### src/rtl/fcb_pkg.sv
// ----------------------------------------------------------------------------
// fcb_pkg
// Shared constants, types and tables for the first-fit conflict batcher.
// ----------------------------------------------------------------------------
package fcb_pkg;

    localparam int MAX_BATCHES = 16;
    localparam int KEY_IDS     = 64;

    localparam int IDX_W    = $clog2(MAX_BATCHES);
    localparam int CNT_W    = $clog2(MAX_BATCHES + 1);
    localparam int KEY_W    = $clog2(KEY_IDS);
    localparam int KEY_IN_W = 6;
    localparam int BI_W     = 4;

    localparam int IN_DATA_W  = ((2 + KEY_IN_W + 7) / 8) * 8;
    localparam int OUT_DATA_W = ((BI_W + 2 + 7) / 8) * 8;

    typedef logic [KEY_IDS-1:0] t_row;
    typedef logic [IDX_W-1:0]   t_idx;
    typedef logic [CNT_W-1:0]   t_cnt;
    typedef logic [KEY_W-1:0]   t_key;

    typedef struct packed {
        logic                first_of_list;
        logic                parallelizable;
        logic                has_key;
        logic [KEY_IN_W-1:0] key_id;
    } t_job;

    typedef struct packed {
        logic            overflow;
        logic            opened_new;
        logic [BI_W-1:0] batch_index;
    } t_res;

    typedef struct packed {
        logic en;
        t_idx addr;
        logic excl;
        t_row row;
    } t_wr;

    typedef struct packed {
        logic excl;
        t_row row;
    } t_rd;

    typedef t_key t_fold [2**KEY_IN_W];

    function automatic t_fold build_fold();
        t_fold f;
        for (int i = 0; i < 2**KEY_IN_W; i++) begin
            f[i] = t_key'(i % KEY_IDS);
        end
        return f;
    endfunction

    localparam t_fold KEY_FOLD = build_fold();

endpackage

### src/rtl/fcb_batch_store.sv
// ----------------------------------------------------------------------------
// fcb_batch_store
// Batch table: per-batch key bitmap and exclusive flag, one write port and
// one registered read port.
// ----------------------------------------------------------------------------
module fcb_batch_store (
    input  logic         i_clk,
    input  fcb_pkg::t_wr i_wr,
    input  fcb_pkg::t_idx i_rd_addr,
    output fcb_pkg::t_rd o_rd
);
    import fcb_pkg::*;

    t_row                   r_key_map [MAX_BATCHES];
    logic [MAX_BATCHES-1:0] r_excl;
    t_rd                    r_rd;

    always_ff @(posedge i_clk) begin
        if (i_wr.en) begin
            r_key_map[i_wr.addr] <= i_wr.row;
            r_excl[i_wr.addr]    <= i_wr.excl;
        end
        r_rd.row  <= r_key_map[i_rd_addr];
        r_rd.excl <= r_excl[i_rd_addr];
    end

    assign o_rd = r_rd;

endmodule

### src/rtl/fcb_sequencer.sv
// ----------------------------------------------------------------------------
// fcb_sequencer
// Scan sequencer: walks the open batches one per cycle through the shared
// fit check, then records any placed job and loads the result register.
// ----------------------------------------------------------------------------
module fcb_sequencer (
    input  logic          i_clk,
    input  logic          i_rst_n,
    input  logic          i_job_valid,
    input  fcb_pkg::t_job i_job,
    output logic          o_job_ready,
    input  logic          i_par_en,
    output logic          o_res_valid,
    input  logic          i_res_ready,
    output fcb_pkg::t_res o_res,
    output fcb_pkg::t_wr  o_wr,
    output fcb_pkg::t_idx o_rd_addr,
    input  fcb_pkg::t_rd  i_rd
);
    import fcb_pkg::*;

    typedef enum logic [1:0] {
        S_IDLE,
        S_SCAN,
        S_DONE
    } t_state;

    t_state r_state;
    t_cnt   r_count;
    t_idx   r_idx;
    t_idx   r_target;
    logic   r_found;
    t_row   r_row;
    logic   r_has_key;
    t_key   r_key;
    logic   r_mode;
    logic   r_res_valid;
    t_res   r_res;

    t_row   key_bit;
    logic   fit;
    logic   out_free;
    logic   full;
    logic   mode_in;
    t_cnt   cnt_eff;
    t_cnt   idx_inc;
    t_res   n_res;

    function automatic logic [BI_W-1:0] to_bi(input t_cnt v);
        logic [CNT_W+BI_W-1:0] e;
        e = {{BI_W{1'b0}}, v};
        return e[BI_W-1:0];
    endfunction

    always_comb begin
        key_bit  = r_has_key ? (t_row'(1) << r_key) : '0;
        fit      = !i_rd.excl && ((i_rd.row & key_bit) == '0);
        out_free = !r_res_valid || i_res_ready;
        full     = r_count >= t_cnt'(MAX_BATCHES);
        mode_in  = i_job.parallelizable && i_par_en;
        cnt_eff  = i_job.first_of_list ? '0 : r_count;
        idx_inc  = t_cnt'(r_idx) + t_cnt'(1);

        priority if (r_found) begin
            n_res.batch_index = to_bi(t_cnt'(r_target));
            n_res.opened_new  = 1'b0;
            n_res.overflow    = 1'b0;
        end else if (full) begin
            n_res.batch_index = '0;
            n_res.opened_new  = 1'b0;
            n_res.overflow    = 1'b1;
        end else begin
            n_res.batch_index = to_bi(r_count);
            n_res.opened_new  = 1'b1;
            n_res.overflow    = 1'b0;
        end

        o_wr.en   = (r_state == S_DONE) && out_free && (r_found || !full);
        o_wr.addr = r_found ? r_target : t_idx'(r_count);
        o_wr.excl = !r_mode;
        o_wr.row  = r_found ? (r_row | key_bit) : key_bit;

        o_rd_addr = (r_state == S_SCAN) ? t_idx'(r_idx + 1'b1) : '0;
    end

    always_ff @(posedge i_clk) begin
        if (!i_rst_n) begin
            r_state     <= S_IDLE;
            r_count     <= '0;
            r_res_valid <= 1'b0;
        end else begin
            if ((r_state == S_DONE) && out_free) begin
                r_res_valid <= 1'b1;
            end else if (r_res_valid && i_res_ready) begin
                r_res_valid <= 1'b0;
            end
            unique case (r_state)
                S_IDLE: begin
                    if (i_job_valid) begin
                        r_has_key <= i_job.has_key;
                        r_key     <= KEY_FOLD[i_job.key_id];
                        r_mode    <= mode_in;
                        r_found   <= 1'b0;
                        r_idx     <= '0;
                        r_count   <= cnt_eff;
                        if (mode_in && (cnt_eff != '0)) begin
                            r_state <= S_SCAN;
                        end else begin
                            r_state <= S_DONE;
                        end
                    end
                end
                S_SCAN: begin
                    if (fit) begin
                        r_found  <= 1'b1;
                        r_target <= r_idx;
                        r_row    <= i_rd.row;
                        r_state  <= S_DONE;
                    end else if (idx_inc == r_count) begin
                        r_state <= S_DONE;
                    end else begin
                        r_idx <= t_idx'(r_idx + 1'b1);
                    end
                end
                S_DONE: begin
                    if (out_free) begin
                        r_res <= n_res;
                        if (!r_found && !full) begin
                            r_count <= r_count + t_cnt'(1);
                        end
                        r_state <= S_IDLE;
                    end
                end
                default: begin
                    r_state <= S_IDLE;
                end
            endcase
        end
    end

    assign o_job_ready = (r_state == S_IDLE);
    assign o_res_valid = r_res_valid;
    assign o_res       = r_res;

endmodule

### src/rtl/first_fit_conflict_batcher.sv
// ----------------------------------------------------------------------------
// first_fit_conflict_batcher
// First-fit job batcher with per-batch conflict keys.
// ----------------------------------------------------------------------------
// Jobs arrive on the s_axis channel, one transaction per job; the batch
// assignment leaves on m_axis, one transaction per job, in order.
// The cfg channel writes parallel_enable and is always ready; write it only
// while no job is in flight.
// A parallelizable job in parallel mode is checked against the open batches
// one per cycle in the shared fit unit, reading the batch table through its
// single registered read port. The scan covers 1 to MAX_BATCHES batches and
// stops at the first fit; the sequencer then goes to its done state, which
// loads the result register. Other jobs go from acceptance straight to the
// done state. s_axis_tready is high only while the sequencer is idle, so one
// job is in work at a time.
// The result register holds a finished transaction while m_axis stalls, and
// the next job is accepted meanwhile; it waits to record only if the
// previous result is still untaken.
// Reset empties the batch table (count to zero), drops any pending result
// and sets parallel_enable to 1. No clearing pass is needed.
// ----------------------------------------------------------------------------
module first_fit_conflict_batcher (
    input  logic                           i_clk,
    input  logic                           i_rst_n,
    input  logic                           s_axis_tvalid,
    output logic                           s_axis_tready,
    // parallelizable, has_key, key_id[5:0]
    input  logic [fcb_pkg::IN_DATA_W-1:0]  s_axis_tdata,
    // first_of_list
    input  logic [0:0]                     s_axis_tuser,
    output logic                           m_axis_tvalid,
    input  logic                           m_axis_tready,
    // batch_index[3:0], opened_new, overflow, zero pad
    output logic [fcb_pkg::OUT_DATA_W-1:0] m_axis_tdata,
    input  logic                           i_cfg_valid,
    output logic                           o_cfg_ready,
    input  logic [0:0]                     i_cfg_data
);
    import fcb_pkg::*;

    logic r_par_en;
    t_job job;
    t_res res;
    t_wr  wr;
    t_rd  rd;
    t_idx rd_addr;

    always_ff @(posedge i_clk) begin
        if (!i_rst_n) begin
            r_par_en <= 1'b1;
        end else if (i_cfg_valid) begin
            r_par_en <= i_cfg_data[0];
        end
    end

    assign o_cfg_ready = 1'b1;

    always_comb begin
        job.first_of_list  = s_axis_tuser[0];
        job.parallelizable = s_axis_tdata[0];
        job.has_key        = s_axis_tdata[1];
        job.key_id         = s_axis_tdata[2 +: KEY_IN_W];
    end

    fcb_sequencer u_seq (
        .i_clk       (i_clk),
        .i_rst_n     (i_rst_n),
        .i_job_valid (s_axis_tvalid),
        .i_job       (job),
        .o_job_ready (s_axis_tready),
        .i_par_en    (r_par_en),
        .o_res_valid (m_axis_tvalid),
        .i_res_ready (m_axis_tready),
        .o_res       (res),
        .o_wr        (wr),
        .o_rd_addr   (rd_addr),
        .i_rd        (rd)
    );

    fcb_batch_store u_store (
        .i_clk     (i_clk),
        .i_wr      (wr),
        .i_rd_addr (rd_addr),
        .o_rd      (rd)
    );

    assign m_axis_tdata = OUT_DATA_W'(res);

endmodule

### config.mk
export PLATFORM = sky130hd
export DESIGN_NAME = first_fit_conflict_batcher
export DESIGN_NICKNAME = d
export VERILOG_FILES = /design/src/rtl/fcb_pkg.sv /design/src/rtl/fcb_batch_store.sv /design/src/rtl/fcb_sequencer.sv /design/src/rtl/first_fit_conflict_batcher.sv
export SDC_FILE = /design/constraint.sdc
export NUM_CORES = 1
export LEC_CHECK = 0
export ABC_AREA = 1
export BUFFER_PORTS_ARGS = -buffer_cell sky130_fd_sc_hd__buf_2
export CAP_MARGIN = 10
export CORE_MARGIN = 8
export CORE_UTILIZATION = 46
export CTS_CLUSTER_SIZE = 10
export DETAILED_ROUTE_END_ITERATION = 7
export HOLD_SLACK_MARGIN = 0.03
export PLACE_DENSITY = 0.63
export SETUP_SLACK_MARGIN = 0.5
export SLEW_MARGIN = 20
export SYNTH_ARGS = -nofsm -noshare
export SYNTH_HDL_FRONTEND = slang
export SYNTH_SLANG_ARGS = --single-unit
export TNS_END_PERCENT = 100
### constraint.sdc
create_clock -name i_clk -period 6.05 [get_ports i_clk]
set_input_delay 0.9075 -clock i_clk [delete_from_list [all_inputs] [get_ports i_clk]]
set_output_delay 0.9075 -clock i_clk [all_outputs]
set_load 0.1 [all_outputs]
* Word-level counts from Yosys, hierarchy flattened
Memories as Yosys holds them, arrays and structs flattened. A register that Yosys moved wholly into a read port is not among the register bits. Cells that the tools add are included. Widths: inputs -> output; s select.
Operators by class: muxes and demuxes 33, div/mod/pow operators 0, equal/unequal tests 10, add/sub/neg operators 3, order comparisons 4, shifts and indexed selects 1, multipliers 0, reductions and logical operators 28, bitwise operators 3
Operators with widths (number):
- $mux 64 | 2
- $and 64x64->64 | 1
- $logic_not 64->1 | 1
- $or 64x64->64 | 1
- $shl 1x6->64 const A | 1
- $mux 4 | 6
- $mux 5 | 4
- $bwmux 16 | 1
- $reduce_and 3->1 | 4
- $lt 4x5->1 const B | 2
- $mux 2 | 5
- $pmux 5 s2 | 1
- $logic_and 1x1->1 | 8
- $mux 1 | 8
- $ne 2x2->1 const B | 4
- $pmux 4 s2 | 1
- $reduce_and 4->1 | 2
- $not 6->7 | 1
- $mux 6 | 1
- $pmux 2 s3 | 1
- $reduce_bool 2->1 | 3
- $add 4x1->5 const B | 1
- $add 5x1->5 const B | 1
- $eq 5x5->1 | 1
- 15 further kinds | 21
Storage, ports and cells: latch bits 0, bits in read-only memories 384, output and inout bits 11, memories kept 2, bits in writable memories 1024, flip-flop bits (word level) 107, input port bits 15
Memory list:
- u_store.r_key_map | words 16, width 64, read ports 1, clocked after Yosys merged registers in 1, wr ports 1, line fcb_batch_store.sv:14 | t_row r_key_map [MAX_BATCHES];
- (no name shown) | words 64, width 6, read ports 1, clocked after Yosys merged registers in 1, wr ports 0, line fcb_sequencer.sv:101 | r_key <= KEY_FOLD[i_job.key_id];

* Logic depth before layout (Yosys ltp)
depth after elaboration 7, mapped depth 15

* By module
From an unflattened synthesis, not the netlist that was laid out.
Unflattened totals: cells, all modules 4841, area, all modules 51229.1 um2
By module, submodules not included:
- fcb_batch_store | seq. area each 32531.2 um2, cells an instance 4278, area an instance 46070.4 um2, times used 1
- fcb_sequencer | seq. area each 2772.7 um2, cells an instance 553, area an instance 5084.9 um2, times used 1
- first_fit_conflict_batcher | seq. area each 20.0 um2, cells an instance 10, area an instance 73.8 um2, times used 1

* Worst setup path after synthesis
OpenSTA, ideal clock, no wires.
kind register to register, start register u_seq.r_has_key, end register u_seq.r_row[0] (enable), data arrival time 4.393 ns, clock period less this slack 4.887 ns, buffers on the path 2, cell stages (with the launch flop) 14, setup slack 1.163 ns, required time 5.556 ns, cell sequence edfxtp_1 nand2_1 inv_1 buf_2 buf_2 nand3_1 nand2_1 nor2_1 nand2_1 nor2_1 nand3_1 nor2_1 nand2_1 nor2_1
Between the ends: longest elaborated chain between the ends 5
RTL lines:
- from (decl) | line fcb_sequencer.sv:34 | logic r_has_key;
- from (signal assigned) | line fcb_sequencer.sv:100 | r_has_key <= i_job.has_key;
- $mux 64 | line fcb_sequencer.sv:56 | key_bit = r_has_key ? (t_row'(1) << r_key) : '0;
- $and 64x64->64 | line fcb_sequencer.sv:57 | fit = !i_rd.excl && ((i_rd.row & key_bit) == '0);
- $logic_not 64->1 | line fcb_sequencer.sv:57
- $logic_and 1x1->1 | line fcb_sequencer.sv:57
- $reduce_and 3->1 (no source line)
- to (signal assigned) | line fcb_sequencer.sv:117 | r_row <= i_rd.row;
- to (decl) | line fcb_sequencer.sv:33 | t_row r_row;
No other way between the ends. A chain may end at the register's enable or synchronous reset.

* Worst setup path after layout
start register u_seq.r_key[4], end register u_seq.r_row[16] (enable)
Between the ends: longest elaborated chain between the ends 6
RTL lines:
- from (decl) | line fcb_sequencer.sv:35 | t_key r_key;
- $shl 1x6->64 | line fcb_sequencer.sv:56
- $mux 64 | line fcb_sequencer.sv:56
- $and 64x64->64 | line fcb_sequencer.sv:57
- $logic_not 64->1 | line fcb_sequencer.sv:57
- $logic_and 1x1->1 | line fcb_sequencer.sv:57
- $reduce_and 3->1 (no source line)
No other way between the ends.

==> run_results.csv <==
group,metric,value,unit
detailed_routing,avgViaCountPerCell,5.76,
layout,final_cell_mix,"edfxtp_1, nor2_1, o21ai_0",
power,power.density,336,nW/um^2
layout,n_antenna_cell,0,
timing,fmaxAchievable,203,MHz
layout,final_cells,5020,
global_routing,gr-total-overflow,0,
timing,grt_setup_unrepaired,"no",
layout,flow.area_growth_from_synthesis,12.2,%
timing,setup_total_negative_slack,0,ns
setup_path,critical_path_cell_list,"buf_4 > clkinv_1 > nand4_1 > nor2_1 > nand2_1 > nand2_1 > nor2_1 > nand2_1 > nor2_1 > nand3_1 > nor2_1 > nand2_1 > nor2_4 > buf_4",
timing,finalWorstPathRequiredPeriod,4.92,ns
logic_synthesis,ys_seq_elements,1201,
layout,layout.area.seq,35300,sq um
layout,multiInputGateArea,10500,sq um
detailed_routing,routed-via-count,28907,
die,chipWidth,335,um
cts,tritoncts,"yes",
layout,leading_cell_type_in_the_layout_fill_and_taps_excluded,"edfxtp_1",
setup_path,crit_required,6.41,ns
global_routing,grt_start_max_net_pins,241,
cts,ctsLongestPathBuffers,3,
die,floorplan.io_pins,26,
layout,nNetsFinal,3572,
cts,clock-sinks,1201,
power,leakage,16.9,nW
die,placement_rows,117,
detailed_routing,starting_drt_drc_count,3253,
logic_synthesis,postSynth.asyncResetShare,0,%
cts,root_buffer,"clkbuf_16",
die,design.die.area,112000,sq um
logic_synthesis,cell_area_synth,46900,sq um
setup_path,arrival,5.28,ns
logic_synthesis,synth_enable_flop_cells,1127,
cts,cts_hold_repair.buffers,0,
cts,htree_num_levels,4,
job,drv_cap,0,
place,place.detailed.hpwl,60200,um
setup_path,setup.worst_path.start_class,"flop",
detailed_routing,drc_errors,0,
logic_synthesis,synthesis.yosys.warnings,0,
cts,clock_latency,0.73,ns
logic_synthesis,syn-mean-instance-area,13.1,sq um
cts,clk_transition_reported_paths,0.06,ns
cts,postCtsResizedCells,0,
logic_synthesis,seq_area_frac_synth,75.3,%
timing,final_hold_viol_count,0,
global_routing,grt_pass1_wl,175000,um
detailed_routing,detailedRoute.firstPassIterationCount,5,
cts,cts_buffers,139,
setup_path,crit_slowest_cell,"clkinv_1",
timing,slew_headroom,19.1,%
setup_path,critPathCaptureType,"flop",
timing,pin_slew_with_the_least_headroom_to_its_limit,1.21,ns
die,die_height,335,um
global_routing,antenna_violations_before_repair,6,
min_path,worst_hold_path_type,"in -> reg",
die,core,101000,sq um
timing,clock_skew,0.0304,ns
place,placed_cells,4781,
setup_path,path_class,"reg -> reg",
place,gp_congestion,0.869,
timing,setup_viol,0,
global_routing,first_global_vias,26982,
layout,layout.filler_cells,8438,
global_routing,grt.total_usage,20.5,%
layout,drive_gt1_share,7.61,%
die,start_util,46.2,%
power,vdd_drop_max,254,uV
detailed_routing,wirelength,119000,um
logic_synthesis,synthDistinctLibCells,38,
detailed_routing,routedWlPerCell,23.6,um
power,power,17.6,mW
timing,report.final.slew_viol_count,0,
cts,cts.repair_timing.setup_buffer_count,0,
logic_synthesis,synthFlopType,"edfxtp_1",
detailed_routing,drtAntennaViolNets,0,
place,port-buffer-count,22,
status,outcome,"finished, final reports clean",
setup_path,path_max_fanout,44,
timing,min_period_over_period,81.3,%
setup_path,max_stage_delay,0.97,ns
logic_synthesis,synthCells,3573,
==> sequential cells by signal, indices dropped and copies added, names as in the netlist <==
| name | flops |
|---|---|
| u_seq.r_found | 1 |
| u_seq.o_res | 6 |
| u_seq.r_key | 6 |
| u_store.o_rd | 65 |
| u_seq.r_target | 4 |
| u_store.r_key_map | 1024 |
| r_par_en | 1 |
| u_seq.o_res_valid | 1 |
| u_seq.r_state | 2 |
| u_seq.r_mode | 1 |
| u_seq.r_count | 5 |
| u_seq.r_idx | 4 |
| u_seq.r_has_key | 1 |
| u_store.r_excl | 16 |
| u_seq.r_row | 64 |
==> power breakdown <==
| group | internal (mW) | leakage [nW] | switching [mW] |
|---|---|---|---|
| clock network | 4.48 | 1.95 | 3.13 |
| registers | 9.23 | 10.9 | 0.111 |
| logic | 0.168 | 3.97 | 0.517 |
==> Yosys cell counts (all sizes together), types with 4 or more instances <==
cell,instances,share of area [%]
inv,39,0.32
clkbuf,146,1.2
a22o,15,0.28
a31oi,66,0.88
edfxtp,1127,72
nand3,38,0.41
a32o,89,1.9
nor3,5,0.053
o31ai,4,0.064
dfxtp,74,3.2
o21ai,554,5.9
buf,101,1.1
a21oi,10,0.11
nand4,43,0.57
o211ai,196,3.1
nand2,105,0.84
nor2,938,7.6
==> per-stage QoR <==
step	utilization, %	setup WS [ns]	area (sq um)	hold slack (ns)
finish	51.8	1.13	52600	0.379
global route	51.8	0.805	52600	0.373
CTS	51.8	1.20	52600	0.345
detailed placement	47.8	1.22	48500	0.455
global placement	47.7	1.27	48400	0.459
floorplan	-	1.16	46900	0.409
==> area by class of cell <==
class / count / share of cell area, %
clock buffer: 230 / 7.53
multi-input combinational: 2084 / 20.0
sequential: 1201 / 67.2
clock inverter: 9 / 0.224
timing repair buffer: 86 / 1.49
inverter: 42 / 0.336
tap: 1368 / 3.26
==> final timing paths <==
path / from / end / slack, ns / cells past startpoint
setup / recovery: u_seq.r_key[4] / u_seq.r_row[16] / 1.13 / 14
hold / removal: i_cfg_valid / r_par_en / 0.38 / 2
setup reg to reg: u_seq.r_key[4] / u_seq.r_row[16] / 1.13 / 14
hold reg to reg: u_store.o_rd[25] / u_seq.r_row[25] / 0.46 / 0
==> logic make-up (layout without fill, tap and decap cells) <==
group	Yosys count	after routing	share of synthesized area (%)
flip-flops	1201	1201	75.3
AND/OR/NAND/NOR	1135	1135	9.54
AO/OA/AOI/OAI	939	939	12.4
buffers and inverters	289	367	2.57
XOR/XNOR	4	4	0.0747
adder cells (fa/ha/maj)	3	3	0.0801
other	2	3	0.0160
==> worst max-delay path, delay by kind of cell (launching register included) <==
| kind | cells | cell delay [ns] |
|---|---|---|
| buffers and inverters | 3 | 1.94 |
| DFF | 1 | 0.32 |
| and+or+nand+nor | 11 | 2.23 |
==> metal layers <==
| metal | routed length, um | global-route usage [%] |
|---|---|---|
| met1 | 51100 | 29.2 |
| met3 | 10000 | 4.41 |
| met4 | 3700 | 7.19 |
| met5 | 13 | 0 |
| met2 | 53800 | 31.3 |
(Power assumes the default switching activity.)
